**src/hw/rtl/assert_macros.svh**
```systemverilog
// Assertion helpers; define ASSERT_OFF to compile them out.
`ifndef ASSERT_MACROS_SVH
`define ASSERT_MACROS_SVH

`ifndef ASSERT_OFF

`define ASSERT_IMPL(lbl, clk, rst_n, ante, cons) \
  lbl: assert property (@(posedge clk) disable iff (!rst_n) (ante) |-> (cons)) \
    else $error("assertion failed: same-cycle implication");

`define ASSERT_NEXT(lbl, clk, rst_n, ante, cons) \
  lbl: assert property (@(posedge clk) disable iff (!rst_n) (ante) |=> (cons)) \
    else $error("assertion failed: next-cycle implication");

`else

`define ASSERT_IMPL(lbl, clk, rst_n, ante, cons)
`define ASSERT_NEXT(lbl, clk, rst_n, ante, cons)

`endif

`endif

```
**src/hw/rtl/tsu_pkg.sv**
```systemverilog
package tsu_pkg;

  localparam int CHANNELS  = 25;
  localparam int CH_W      = 5;
  localparam int STAMP_W   = 24;
  localparam int DEAD_W    = 16;
  localparam int COUNT_W   = 32;
  localparam int PERIOD_W  = 16;
  localparam int WAIT_W    = 25;
  localparam int RATIO_W   = 32;
  localparam int NUM_W     = 33;
  localparam int DIV_CNT_W = 6;
  localparam int CFG_IDX_W = 2;

  localparam logic [CFG_IDX_W-1:0] CFG_ROLL_THR   = 2'd0;
  localparam logic [CFG_IDX_W-1:0] CFG_ALIGN_MASK = 2'd1;

  localparam logic [STAMP_W-1:0] ROLL_THR_RST   = 24'd2048;
  localparam logic [STAMP_W-1:0] ALIGN_MASK_RST = 24'hFFFFFF;

  typedef enum logic [1:0] {
    ST_IDLE,
    ST_CALC,
    ST_DIV,
    ST_PUSH
  } state_t;

  typedef struct packed {
    logic load;
    logic calc;
    logic div_start;
    logic out_load;
  } cmd_t;

  typedef struct packed {
    logic chan_ok;
    logic div_busy;
  } stat_t;

endpackage

```
**src/hw/rtl/tsu_in_if.sv**
```systemverilog
interface tsu_in_if import tsu_pkg::*; ();
  logic                valid;
  logic                ready;
  logic [CH_W-1:0]     channel;
  logic [STAMP_W-1:0]  stamp;
  logic [DEAD_W-1:0]   dead_count;

  modport source (output valid, channel, stamp, dead_count, input ready);
  modport sink   (input valid, channel, stamp, dead_count, output ready);
endinterface

```
**src/hw/rtl/tsu_out_if.sv**
```systemverilog
interface tsu_out_if import tsu_pkg::*; ();
  logic                     valid;
  logic                     ready;
  logic [CH_W-1:0]          channel_out;
  logic [COUNT_W-1:0]       packet_number;
  logic                     bad_flag;
  logic [STAMP_W-1:0]       fixed_stamp;
  logic [STAMP_W-1:0]       align_time;
  logic [PERIOD_W-1:0]      period;
  logic signed [WAIT_W-1:0] wait_ticks;
  logic [RATIO_W-1:0]       dead_frac;
  logic                     ratio_saturated;

  modport source (output valid, channel_out, packet_number, bad_flag, fixed_stamp,
                  align_time, period, wait_ticks, dead_frac, ratio_saturated,
                  input ready);
  modport sink   (input valid, channel_out, packet_number, bad_flag, fixed_stamp,
                  align_time, period, wait_ticks, dead_frac, ratio_saturated,
                  output ready);
endinterface

```
**src/hw/rtl/tsu_cfg_if.sv**
```systemverilog
interface tsu_cfg_if import tsu_pkg::*; ();
  logic                 valid;
  logic                 ready;
  logic [CFG_IDX_W-1:0] index;
  logic [STAMP_W-1:0]   data;

  modport source (output valid, index, data, input ready);
  modport sink   (input valid, index, data, output ready);
endinterface

```
**src/hw/rtl/module_timestamp_unwrap.sv**
```systemverilog
// Per-channel timestamp unwrapper for 25 detector modules. Each input beat
// (channel, 24-bit stamp, 16-bit dead counter) yields one result beat with
// the packet number, zero-repaired stamp, masked align time, rollover
// period, signed wait and Q16.16 dead ratio; beats for channels 25..31 are
// taken and dropped. One packet occupies the block for these steps: accept,
// state lookup and update, the bit-serial restoring divider that forms
// the dead ratio, and the load of the output register. The output
// register frees the core, so the next packet is taken while a result
// still waits. Config writes are always ready and must only be issued
// while the block is idle.
`include "assert_macros.svh"

module module_timestamp_unwrap import tsu_pkg::*; (
  input  logic      clk,
  input  logic      rst_n,
  tsu_in_if.sink    in_bus,
  tsu_out_if.source out_bus,
  tsu_cfg_if.sink   cfg_bus
);

  cmd_t   cmd;
  stat_t  stat;
  state_t state;

  assign cfg_bus.ready = 1'b1;

  tsu_ctrl u_ctrl (
    .clk       (clk),
    .rst_n     (rst_n),
    .in_valid  (in_bus.valid),
    .in_ready  (in_bus.ready),
    .out_valid (out_bus.valid),
    .out_ready (out_bus.ready),
    .stat      (stat),
    .cmd       (cmd),
    .state     (state)
  );

  tsu_dp u_dp (
    .clk             (clk),
    .rst_n           (rst_n),
    .cmd             (cmd),
    .stat            (stat),
    .in_channel      (in_bus.channel),
    .in_stamp        (in_bus.stamp),
    .in_dead_count   (in_bus.dead_count),
    .cfg_we          (cfg_bus.valid),
    .cfg_index       (cfg_bus.index),
    .cfg_data        (cfg_bus.data),
    .channel_out     (out_bus.channel_out),
    .packet_number   (out_bus.packet_number),
    .bad_flag        (out_bus.bad_flag),
    .fixed_stamp     (out_bus.fixed_stamp),
    .align_time      (out_bus.align_time),
    .period          (out_bus.period),
    .wait_ticks      (out_bus.wait_ticks),
    .dead_frac       (out_bus.dead_frac),
    .ratio_saturated (out_bus.ratio_saturated)
  );

  `ASSERT_IMPL(a_ready_div_idle, clk, rst_n, in_bus.ready, !stat.div_busy)
  `ASSERT_NEXT(a_div_runs, clk, rst_n, cmd.div_start, stat.div_busy && (state == ST_DIV))
  `ASSERT_IMPL(a_no_overwrite, clk, rst_n, cmd.out_load, !out_bus.valid || out_bus.ready)
  `ASSERT_IMPL(a_bad_wait_nonzero, clk, rst_n, out_bus.valid && out_bus.bad_flag, out_bus.wait_ticks != 0)

endmodule

```
**src/hw/rtl/tsu_div.sv**
```systemverilog
module tsu_div import tsu_pkg::*; (
  input  logic               clk,
  input  logic               rst_n,
  input  logic               start,
  input  logic [NUM_W-1:0]   num,
  input  logic [STAMP_W-1:0] den,
  output logic               busy,
  output logic [NUM_W-1:0]   quo
);

  logic                 busy_r, busy_nxt;
  logic [DIV_CNT_W-1:0] cnt_r, cnt_nxt;
  logic [STAMP_W:0]     rem_r, rem_nxt;
  logic [NUM_W-1:0]     quo_r, quo_nxt;
  logic [STAMP_W-1:0]   den_r;
  logic [STAMP_W:0]     trial;
  logic                 ge;

  // restoring division, one quotient bit per cycle
  always_comb begin
    trial    = {rem_r[STAMP_W-1:0], quo_r[NUM_W-1]};
    ge       = trial >= {1'b0, den_r};
    busy_nxt = busy_r;
    cnt_nxt  = cnt_r;
    rem_nxt  = rem_r;
    quo_nxt  = quo_r;
    if (start) begin
      busy_nxt = 1'b1;
      cnt_nxt  = '0;
      rem_nxt  = '0;
      quo_nxt  = num;
    end else if (busy_r) begin
      rem_nxt = ge ? trial - {1'b0, den_r} : trial;
      quo_nxt = {quo_r[NUM_W-2:0], ge};
      cnt_nxt = cnt_r + DIV_CNT_W'(1);
      if (cnt_r == DIV_CNT_W'(NUM_W - 1)) begin
        busy_nxt = 1'b0;
      end
    end
  end

  always_ff @(posedge clk) begin
    if (!rst_n) begin
      busy_r <= 1'b0;
    end else begin
      busy_r <= busy_nxt;
    end
  end

  always_ff @(posedge clk) begin
    cnt_r <= cnt_nxt;
    rem_r <= rem_nxt;
    quo_r <= quo_nxt;
    if (start) begin
      den_r <= den;
    end
  end

  assign busy = busy_r;
  assign quo  = quo_r;

endmodule

```
**src/hw/rtl/tsu_dp.sv**
```systemverilog
module tsu_dp import tsu_pkg::*; (
  input  logic                     clk,
  input  logic                     rst_n,
  input  cmd_t                     cmd,
  output stat_t                    stat,
  input  logic [CH_W-1:0]          in_channel,
  input  logic [STAMP_W-1:0]       in_stamp,
  input  logic [DEAD_W-1:0]        in_dead_count,
  input  logic                     cfg_we,
  input  logic [CFG_IDX_W-1:0]     cfg_index,
  input  logic [STAMP_W-1:0]       cfg_data,
  output logic [CH_W-1:0]          channel_out,
  output logic [COUNT_W-1:0]       packet_number,
  output logic                     bad_flag,
  output logic [STAMP_W-1:0]       fixed_stamp,
  output logic [STAMP_W-1:0]       align_time,
  output logic [PERIOD_W-1:0]      period,
  output logic signed [WAIT_W-1:0] wait_ticks,
  output logic [RATIO_W-1:0]       dead_frac,
  output logic                     ratio_saturated
);

  logic [STAMP_W-1:0] thr_r, mask_r;
  logic [CH_W-1:0]    ch_r;
  logic [STAMP_W-1:0] stamp_r;
  logic [DEAD_W-1:0]  dead_r;

  logic [CHANNELS-1:0] seen_r;
  logic [STAMP_W-1:0]  last_stamp_r [CHANNELS];
  logic [PERIOD_W-1:0] roll_cnt_r   [CHANNELS];
  logic [DEAD_W-1:0]   last_dead_r  [CHANNELS];
  logic [COUNT_W-1:0]  pkt_cnt_r    [CHANNELS];

  // per-item results held between calc and output load
  logic                first_r, bad_r;
  logic [CH_W-1:0]     res_ch_r;
  logic [STAMP_W-1:0]  fixed_r;
  logic [PERIOD_W-1:0] period_r;
  logic [WAIT_W-1:0]   wait_r;
  logic [COUNT_W-1:0]  pnum_r;

  logic                first, bad, roll;
  logic [STAMP_W-1:0]  l_stamp, fixed;
  logic [STAMP_W+1:0]  diff, thr_sum, wait_ext;
  logic [WAIT_W-1:0]   wait_v;
  logic [PERIOD_W-1:0] l_roll, period_v;
  logic [COUNT_W-1:0]  pnum;
  logic [DEAD_W-1:0]   d16;
  logic [NUM_W-1:0]    num;
  logic                div_busy;
  logic [NUM_W-1:0]    quo;
  logic                wait_pos;

  assign stat.chan_ok  = {1'b0, in_channel} < (CH_W + 1)'(CHANNELS);
  assign stat.div_busy = div_busy;

  always_comb begin
    first    = !seen_r[ch_r];
    l_stamp  = last_stamp_r[ch_r];
    l_roll   = roll_cnt_r[ch_r];
    bad      = !first && (stamp_r == '0);
    fixed    = bad ? l_stamp + STAMP_W'(1) : stamp_r;
    diff     = {2'b00, fixed} - {2'b00, l_stamp};
    thr_sum  = diff + {2'b00, thr_r};
    roll     = !first && thr_sum[STAMP_W+1];
    wait_ext = roll ? diff + (STAMP_W + 2)'(1 << STAMP_W) : diff;
    wait_v   = first ? '0 : wait_ext[WAIT_W-1:0];
    pnum     = first ? '0 : pkt_cnt_r[ch_r];
    if (first) begin
      period_v = '0;
    end else if (roll && (l_roll != '1)) begin
      period_v = l_roll + PERIOD_W'(1);
    end else begin
      period_v = l_roll;
    end
    // zero or negative dead difference wraps to 1..65536
    d16 = dead_r - last_dead_r[ch_r];
    num = {(d16 == '0), d16, 16'h0000};
  end

  tsu_div u_div (
    .clk   (clk),
    .rst_n (rst_n),
    .start (cmd.div_start),
    .num   (num),
    .den   (wait_v[STAMP_W-1:0]),
    .busy  (div_busy),
    .quo   (quo)
  );

  always_ff @(posedge clk) begin
    if (!rst_n) begin
      thr_r  <= ROLL_THR_RST;
      mask_r <= ALIGN_MASK_RST;
      seen_r <= '0;
    end else begin
      if (cfg_we) begin
        unique case (cfg_index)
          CFG_ROLL_THR:   thr_r  <= cfg_data;
          CFG_ALIGN_MASK: mask_r <= cfg_data;
          default: ;
        endcase
      end
      if (cmd.calc) begin
        seen_r[ch_r] <= 1'b1;
      end
    end
  end

  always_ff @(posedge clk) begin
    if (cmd.load) begin
      ch_r    <= in_channel;
      stamp_r <= in_stamp;
      dead_r  <= in_dead_count;
    end
    if (cmd.calc) begin
      last_stamp_r[ch_r] <= fixed;
      roll_cnt_r[ch_r]   <= period_v;
      last_dead_r[ch_r]  <= dead_r;
      pkt_cnt_r[ch_r]    <= pnum + COUNT_W'(1);
      first_r            <= first;
      bad_r              <= bad;
      res_ch_r           <= ch_r;
      fixed_r            <= fixed;
      period_r           <= period_v;
      wait_r             <= wait_v;
      pnum_r             <= pnum;
    end
  end

  assign wait_pos = !wait_r[WAIT_W-1] && (wait_r != '0);

  always_ff @(posedge clk) begin
    if (cmd.out_load) begin
      channel_out   <= res_ch_r;
      packet_number <= pnum_r;
      bad_flag      <= bad_r;
      fixed_stamp   <= fixed_r;
      align_time    <= fixed_r & mask_r;
      period        <= period_r;
      wait_ticks    <= signed'(wait_r);
      if (first_r) begin
        dead_frac       <= '0;
        ratio_saturated <= 1'b0;
      end else if (!wait_pos || quo[NUM_W-1]) begin
        dead_frac       <= '1;
        ratio_saturated <= 1'b1;
      end else begin
        dead_frac       <= quo[RATIO_W-1:0];
        ratio_saturated <= 1'b0;
      end
    end
  end

endmodule

```
**src/hw/rtl/tsu_ctrl.sv**
```systemverilog
module tsu_ctrl import tsu_pkg::*; (
  input  logic   clk,
  input  logic   rst_n,
  input  logic   in_valid,
  output logic   in_ready,
  output logic   out_valid,
  input  logic   out_ready,
  input  stat_t  stat,
  output cmd_t   cmd,
  output state_t state
);

  state_t state_r, state_nxt;
  logic   out_valid_r, out_valid_nxt;
  logic   out_free;

  always_ff @(posedge clk) begin
    if (!rst_n) begin
      state_r     <= ST_IDLE;
      out_valid_r <= 1'b0;
    end else begin
      state_r     <= state_nxt;
      out_valid_r <= out_valid_nxt;
    end
  end

  always_comb begin
    state_nxt = state_r;
    cmd       = '0;
    in_ready  = 1'b0;
    out_free  = !out_valid_r || out_ready;
    unique case (state_r)
      ST_IDLE: begin
        in_ready = 1'b1;
        if (in_valid) begin
          cmd.load = 1'b1;
          if (stat.chan_ok) begin
            state_nxt = ST_CALC;
          end
        end
      end
      ST_CALC: begin
        cmd.calc      = 1'b1;
        cmd.div_start = 1'b1;
        state_nxt     = ST_DIV;
      end
      ST_DIV: begin
        if (!stat.div_busy) begin
          if (out_free) begin
            cmd.out_load = 1'b1;
            state_nxt    = ST_IDLE;
          end else begin
            state_nxt = ST_PUSH;
          end
        end
      end
      ST_PUSH: begin
        if (out_free) begin
          cmd.out_load = 1'b1;
          state_nxt    = ST_IDLE;
        end
      end
      default: state_nxt = ST_IDLE;
    endcase
    priority if (cmd.out_load) begin
      out_valid_nxt = 1'b1;
    end else if (out_ready) begin
      out_valid_nxt = 1'b0;
    end else begin
      out_valid_nxt = out_valid_r;
    end
  end

  assign out_valid = out_valid_r;
  assign state     = state_r;

endmodule
```
**src/flat_wrapper.sv**
```systemverilog
// flat-port wrapper written by rule: the top's interface ports become plain ports
module module_timestamp_unwrap_flat import tsu_pkg::*;
  (clk, rst_n, in_bus_valid, in_bus_channel, in_bus_stamp, in_bus_dead_count, in_bus_ready, out_bus_valid, out_bus_channel_out, out_bus_packet_number, out_bus_bad_flag, out_bus_fixed_stamp, out_bus_align_time, out_bus_period, out_bus_wait_ticks, out_bus_dead_frac, out_bus_ratio_saturated, out_bus_ready, cfg_bus_valid, cfg_bus_index, cfg_bus_data, cfg_bus_ready);
  tsu_in_if in_bus_i ();
  tsu_out_if out_bus_i ();
  tsu_cfg_if cfg_bus_i ();
  input  logic clk;
  input  logic rst_n;
  input wire logic [$bits(in_bus_i.valid)-1:0] in_bus_valid;
  input wire logic [$bits(in_bus_i.channel)-1:0] in_bus_channel;
  input wire logic [$bits(in_bus_i.stamp)-1:0] in_bus_stamp;
  input wire logic [$bits(in_bus_i.dead_count)-1:0] in_bus_dead_count;
  output wire logic [$bits(in_bus_i.ready)-1:0] in_bus_ready;
  output wire logic [$bits(out_bus_i.valid)-1:0] out_bus_valid;
  output wire logic [$bits(out_bus_i.channel_out)-1:0] out_bus_channel_out;
  output wire logic [$bits(out_bus_i.packet_number)-1:0] out_bus_packet_number;
  output wire logic [$bits(out_bus_i.bad_flag)-1:0] out_bus_bad_flag;
  output wire logic [$bits(out_bus_i.fixed_stamp)-1:0] out_bus_fixed_stamp;
  output wire logic [$bits(out_bus_i.align_time)-1:0] out_bus_align_time;
  output wire logic [$bits(out_bus_i.period)-1:0] out_bus_period;
  output wire logic [$bits(out_bus_i.wait_ticks)-1:0] out_bus_wait_ticks;
  output wire logic [$bits(out_bus_i.dead_frac)-1:0] out_bus_dead_frac;
  output wire logic [$bits(out_bus_i.ratio_saturated)-1:0] out_bus_ratio_saturated;
  input wire logic [$bits(out_bus_i.ready)-1:0] out_bus_ready;
  input wire logic [$bits(cfg_bus_i.valid)-1:0] cfg_bus_valid;
  input wire logic [$bits(cfg_bus_i.index)-1:0] cfg_bus_index;
  input wire logic [$bits(cfg_bus_i.data)-1:0] cfg_bus_data;
  output wire logic [$bits(cfg_bus_i.ready)-1:0] cfg_bus_ready;
  assign in_bus_i.valid = in_bus_valid;
  assign in_bus_i.channel = in_bus_channel;
  assign in_bus_i.stamp = in_bus_stamp;
  assign in_bus_i.dead_count = in_bus_dead_count;
  assign in_bus_ready = in_bus_i.ready;
  assign out_bus_valid = out_bus_i.valid;
  assign out_bus_channel_out = out_bus_i.channel_out;
  assign out_bus_packet_number = out_bus_i.packet_number;
  assign out_bus_bad_flag = out_bus_i.bad_flag;
  assign out_bus_fixed_stamp = out_bus_i.fixed_stamp;
  assign out_bus_align_time = out_bus_i.align_time;
  assign out_bus_period = out_bus_i.period;
  assign out_bus_wait_ticks = out_bus_i.wait_ticks;
  assign out_bus_dead_frac = out_bus_i.dead_frac;
  assign out_bus_ratio_saturated = out_bus_i.ratio_saturated;
  assign out_bus_i.ready = out_bus_ready;
  assign cfg_bus_i.valid = cfg_bus_valid;
  assign cfg_bus_i.index = cfg_bus_index;
  assign cfg_bus_i.data = cfg_bus_data;
  assign cfg_bus_ready = cfg_bus_i.ready;
  module_timestamp_unwrap u_core (.clk(clk), .rst_n(rst_n), .in_bus(in_bus_i), .out_bus(out_bus_i), .cfg_bus(cfg_bus_i));
endmodule
```
**config.mk**
```make
export PLATFORM = sky130hd
export DESIGN_NAME = module_timestamp_unwrap_flat
export DESIGN_NICKNAME = d
export VERILOG_FILES = /design/src/hw/rtl/tsu_pkg.sv /design/src/hw/rtl/tsu_in_if.sv /design/src/hw/rtl/tsu_out_if.sv /design/src/hw/rtl/tsu_cfg_if.sv /design/src/hw/rtl/module_timestamp_unwrap.sv /design/src/hw/rtl/tsu_div.sv /design/src/hw/rtl/tsu_dp.sv /design/src/hw/rtl/tsu_ctrl.sv /design/src/flat_wrapper.sv
export VERILOG_INCLUDE_DIRS = /design/src /design/src/hw/rtl
export SDC_FILE = /design/constraint.sdc
export NUM_CORES = 2
export LEC_CHECK = 0
export BUFFER_PORTS_ARGS = -buffer_cell sky130_fd_sc_hd__buf_2
export CAP_MARGIN = 20
export CORE_MARGIN = 3
export CORE_UTILIZATION = 25
export CTS_BUF_LIST = sky130_fd_sc_hd__clkbuf_4 sky130_fd_sc_hd__clkbuf_8
export DETAILED_ROUTE_END_ITERATION = 7
export PLACE_DENSITY = 0.43
export RECOVER_POWER = 25
export REMOVE_ABC_BUFFERS = 1
export SLEW_MARGIN = 10
export SYNTH_ARGS = -nofsm -noshare
export SYNTH_HDL_FRONTEND = slang
export SYNTH_SLANG_ARGS = --single-unit
```
**constraint.sdc**
```tcl
create_clock -name clk -period 16.5 [get_ports clk]
set_input_delay 0.825 -clock clk [delete_from_list [all_inputs] [get_ports clk]]
set_output_delay 0.825 -clock clk [all_outputs]
set_load 0.02 [all_outputs]
```
======== Word level (Yosys, flattened, before mapping) ========
Memory sizes are Yosys's and may differ from the RTL's. A register that Yosys moved wholly into a read port is not among the register bits.
Cells that the tools add are included.
storage, ports and cells
  register bits after elaboration ......... 473
  memory bits (writable) .................. 2200
  input bits .............................. 76
  output and inout bits ................... 163
  logic and storage cells ................. 120
  memories kept ........................... 4
operators by class
  add/sub/neg operators ................... 9
  order comparisons ....................... 4
  equality and inequality tests ........... 10
  mux-type cells .......................... 39
  bitwise operators ....................... 2
  reduce and logical (&&, ||, !) cells .... 21
memories
  memory                    words  bits a word  rd ports  clocked after memory_dff  write ports  line          source
  u_core.u_dp.pkt_cnt_r     25     32           1         1                         1            tsu_dp.sv:32  logic [COUNT_W-1:0] pkt_cnt_r [CHANNELS];
  u_core.u_dp.last_stamp_r  25     24           1         1                         1            tsu_dp.sv:29  logic [STAMP_W-1:0] last_stamp_r [CHANNELS];
  u_core.u_dp.last_dead_r   25     16           1         1                         1            tsu_dp.sv:31  logic [DEAD_W-1:0] last_dead_r [CHANNELS];
  u_core.u_dp.roll_cnt_r    25     16           1         1                         1            tsu_dp.sv:30  logic [PERIOD_W-1:0] roll_cnt_r [CHANNELS];
operators with widths
  cell                                           count
  two-way mux 24 bit                             3
  two-way mux 33 bit                             2
  two-way mux 32 bit                             2
  adder 32 x 1 -> 32 bit, second input constant  1
  two-way mux 16 bit                             2
  adder 25 x 25 -> 26 bit                        1
  adder 25 bit, second input constant            1
  greater-or-equal comparator 25 x 24 -> 1 bit   1
  two-way mux 25 bit                             1
  OR 25 bit                                      1
  nonzero test 25 bit                            1
  subtractor 24 x 24 -> 25 bit                   1
  adder 24 x 1 -> 24 bit, second input constant  1
  bitwise AND 24 bit                             1
  logical NOT 24 bit                             1
  subtractor 24 bit                              1
  two-way mux 5 bit                              4
  adder 16 x 1 -> 16 bit, second input constant  1
  logical NOT 16 bit                             1
  inequality test 16 bit, second input constant  1
  subtractor 16 bit                              1
  two-way mux 1 bit                              15
  two-way mux 2 bit                              6
  one-hot mux 2 bit (4 select lines)             1
  19 further kinds                               34

======== Longest topological paths before layout ========
  depth in word-level cells ............... 10
  depth in mapped cells ................... 37
  depth with buffers taken out ............ 29

======== Cells and area by module ========
A second synthesis with hierarchy kept.
unflattened totals
  cell total of the unflattened synthesis .. 5669
  area, all modules ....................... 107642.0 µm²
modules (own cells, without submodules)
  module                   times used  cells each  area each (µm²)  seq. area each (µm²)
  tsu_dp                   1           5205        102493.3         76903.8
  tsu_div                  1           444         4983.5           2332.2
  tsu_ctrl                 1           18          153.9            60.1
  module_timestamp_unwrap  1           2           11.3             0.0

======== Least setup slack after synthesis ========
OpenSTA, ideal clock, no wires.
  kind .................................... reg-to-reg
  from .................................... register with a tool-made name
  to ...................................... register u_core.u_dp.period_r[12], data pin
  library setup time ...................... 420 ps
  data arrival time ....................... 8497 ps
  data required time ...................... 16080 ps
  slack ................................... 7583 ps
  cell stages (with the launch flop) ...... 36
  buffers on the path ..................... 7
  clock period less this slack ............ 8917 ps
  cells stage by stage .................... dfxtp_1 > buf_6 > buf_12 > buf_12 > buf_12 > buf_12 > buf_12 > buf_12 > mux4_1 > a22o_1 > o31ai_1 > inv_1 > ha_1 > nand3_1 > nor3_1 > xnor2_1 > a21o_1 > ha_1 > or2_2 > o221ai_1 > o21ba_2 > a31oi_1 > a211oi_1 > o21a_1 > nor2_1 > xnor2_1 > ha_1 > a21o_1 > a21o_1 > a21oi_1 > nor2_1 > or3_1 > a211oi_1 > nand4_1 > nand2b_1 > a211oi_1
RTL lines
  element               line           source
  to (signal assigned)  tsu_dp.sv:125  period_r <= period_v;
  to (decl)             tsu_dp.sv:38   logic [PERIOD_W-1:0] period_r;

==> flow_metrics.py <==
metrics = {
    "finish": {
        "final_cell_mix": "2526 x edfxtp_1, 460 x clkbuf_8, 381 x mux4_2",
        "final_common_cell": "edfxtp_1",
        "nets": 6357,
        "drive_above_1_share_pct": 21.7,
        "final_core_util_pct": 29.3,
        "num-fill-cells": 41649,
        "areaGrowthSynthToFinish_pct": 16.2,
    },
    "global_route": {
        "grt_pass1_wl_mm": 471,
        "grt_pass1_vias": 58950,
        "overflow": 0,
        "antenna_found_initial": 20,
        "grt_start_max_net_pins": 105,
        "track_usage_pct": 15.2,
    },
    "setup_path": {
        "path_max_fanout": 54,
        "start_kind": "flip-flop",
        "cp.required_ns": 17.22,
        "cp-end-kind": "flip-flop",
        "slowest_delay_ns": 0.91,
        "slowest_stage": "dfxtp_4",
        "crit_arrival_ns": 11.80,
        "crit_type": "reg2reg",
    },
    "floorplan": {
        "die_w_um": 657,
        "die_h_um": 657,
        "start_util_pct": 25.2,
        "core-area_um2": 421000,
        "ioPinCount": 239,
        "core.rowCount": 238,
        "die_area_um2": 432000,
    },
    "synthesis": {
        "synthDistinctLibCells": 112,
        "ys_ff_latch": 2654,
        "syn-instance-count": 5538,
        "avgSynthCellArea_um2": 19.2,
        "synth_edf_count": 2526,
        "ys.flop_type": "edfxtp_1",
        "synth.cell_area_um2": 106000,
        "yosysSeqAreaShare_pct": 73.9,
        "async_reset_ff_share_pct": 0,
        "ys_warn_count": 0,
    },
    "routing": {
        "drcViolationCount": 0,
        "drt_first_pass_iters": 5,
        "wire_per_inst_um": 27.7,
        "viasPerCell": 4.64,
        "routed_wl_mm": 337,
        "vias": 56609,
        "first_iter_violations": 4714,
        "antenna_left": 0,
    },
    "sta": {
        "drv_slew": 734,
        "rsz0062_at_grt": "no",
        "slew_headroom_pct": -587,
        "whs_ns": 0.320,
        "min_period_ns": 11.08,
        "fin_crit_sh_pct": 67.1,
        "fin_skew_ns": 0.0635,
        "fmax_ghz": 0.0903,
        "setup-tns-final_ns": 0,
        "worst_pin_slew_ns": 10.30,
        "hold_viol": 0,
        "setup_viol": 0,
    },
    "run_status": {
        "status": "finished, violations left",
        "violations": "capacitance limit, slew limit",
    },
    "cts": {
        "cts.sink_count": 2654,
        "cts_max_level": 5,
        "cts_hold_buffers": 70,
        "cts_setup_buffers": 0,
        "cts_made_buffers": 449,
        "path_clk_slew_ns": 0.06,
        "cts_resized": 0,
        "clockRootBuffer": "clkbuf_8",
        "clk-insertion-delay-late_ns": 1.09,
        "clockBufferDepth": 4,
        "cts_tree": "done",
    },
    "place": {
        "dp_hpwl_mm": 187,
        "portBuffers": 237,
        "place_congestion": 0.775,
    },
    "pwr": {
        "leakage_nw": 39.9,
        "p_per_area_nw_per_um2": 134,
        "fin_total_pwr_w": 0.0165,
        "peakVddDrop_mv": 0.0637,
    },
    "run": {
        "cap_violations": 25,
    },
    "worst_hold_path": {
        "holdCritPathClass": "in2reg",
    },
}
power breakdown:
group	total, W	internal [W]	switching (W)
Clock	0.00580	0.00304	0.00275
Sequential	0.00793	0.00775	0.000177
Combinational	0.00280	0.00102	0.00178
stage by stage:
step / std cells / area (µm²) / setup WS, ns
after floorplan: 5256 / 104000 / -13.74
after global placement: 11299 / 114000 / 5.72
after detailed placement: 11302 / 114000 / 5.56
after CTS: 12187 / 124000 / 5.50
after global routing: 12195 / 123000 / 4.82
final: 12199 / 123000 / 5.42
cell usage after synthesis (21+ instances only):
master    instances  area, µm²
nand2b_1         33        206
buf_6            22        248
nor4_1           22        138
nor2_1          162        608
ha_1             91       1140
dfxtp_1         128       2560
nand3_1          77        385
xnor2_1          71        622
nor2b_1          29        181
edfxtp_1       2526      75900
mux4_2          381       8580
mux2i_1         250       2500
nand4_1          22        138
xor2_1           38        333
mux4_1           93       2440
a21oi_1         116        581
a21o_1           46        345
inv_1            98        368
mux2_2           21        236
or3_1            22        138
buf_4            30        225
o21ai_0         162        811
nand2_1         228        856
a22oi_1          45        338
buf_2            57        285
and2_1           75        469
a211oi_1         49        368
a21boi_0         25        188
clkbuf_1        108        405
nor3_1           48        240
o211ai_1         23        173
o22ai_1          43        269
o21a_1           43        323
flip-flops by register name, indices dropped and copies added (netlist names), 6 cells and up, named ones only:
register / count
u_core.u_dp.pkt_cnt_r: 800
u_core.u_dp.last_stamp_r: 600
u_core.u_dp.last_dead_r: 400
u_core.u_dp.roll_cnt_r: 400
u_core.u_dp.u_div.quo: 33
u_core.u_dp.dead_frac: 32
u_core.u_dp.packet_number: 32
u_core.u_dp.pnum_r: 32
u_core.u_dp.seen_r: 25
u_core.u_dp.wait_r: 25
u_core.u_dp.wait_ticks: 25
u_core.u_dp.align_time: 24
u_core.u_dp.fixed_r: 24
u_core.u_dp.fixed_stamp: 24
u_core.u_dp.mask_r: 24
u_core.u_dp.stamp_r: 24
u_core.u_dp.thr_r: 24
u_core.u_dp.u_div.rem_r: 24
u_core.u_dp.dead_r: 16
u_core.u_dp.period: 16
u_core.u_dp.period_r: 16
u_core.u_dp.u_div.cnt_r: 6
final timing paths:
check | startpoint | endpoint | slack (ns) | cells after the start
setup reg to reg | flip-flop | u_core.u_dp.roll_cnt_r[18][3] | 5.42 | 30
hold / removal | cfg_bus_index[0] | u_core.u_dp.thr_r[1] | 0.32 | 5
hold reg to reg | u_core.u_dp.pnum_r[11] | u_core.u_dp.packet_number[11] | 0.40 | 0
setup / recovery | flip-flop | u_core.u_dp.roll_cnt_r[18][3] | 5.42 | 30
logic make-up (layout without fill, tap and decap cells):
family,count (synthesis),count (layout),synth area share (%)
AND/OR/NAND/NOR,822,822,4.06
flip-flops,2654,2654,73.9
other,1,9,0.00354
XOR/XNOR,109,109,0.900
multiplexers,746,746,13.0
AO/OA/AOI/OAI,731,731,4.74
adder cells (fa/ha/maj),94,94,1.13
buffers and inverters,381,1394,2.23
final cells by class:
type	count	area, µm²	share of cell area [%]
flip-flops and latches	2654	78400	63.6
multi-input cells	2503	25600	20.8
diodes	8	20.0	0.0162
inverters	99	377	0.306
clock inverters	219	1340	1.09
clock buffers	596	7350	5.96
well taps	5640	7060	5.73
repair buffers	480	3100	2.52
worst max-delay path: cells and delay by family (launching register included):
family | cells | cell delay (ns)
and+or+nand+nor | 10 | 2.91
AOI/OAI and AO/OA | 12 | 3.92
adders and majority gates | 3 | 0.83
buffers and inverters | 3 | 1.57
DFF | 1 | 0.91
xor gates and xnor gates | 2 | 0.40
metal layers:
layer / wire (µm) / track usage (%)
met5: 0 / 0
met4: 6770 / 3.28
met3: 15800 / 2.25
met2: 164000 / 25.6
met1: 151000 / 20.7
No activity file was read; power rests on OpenSTA's default activity.
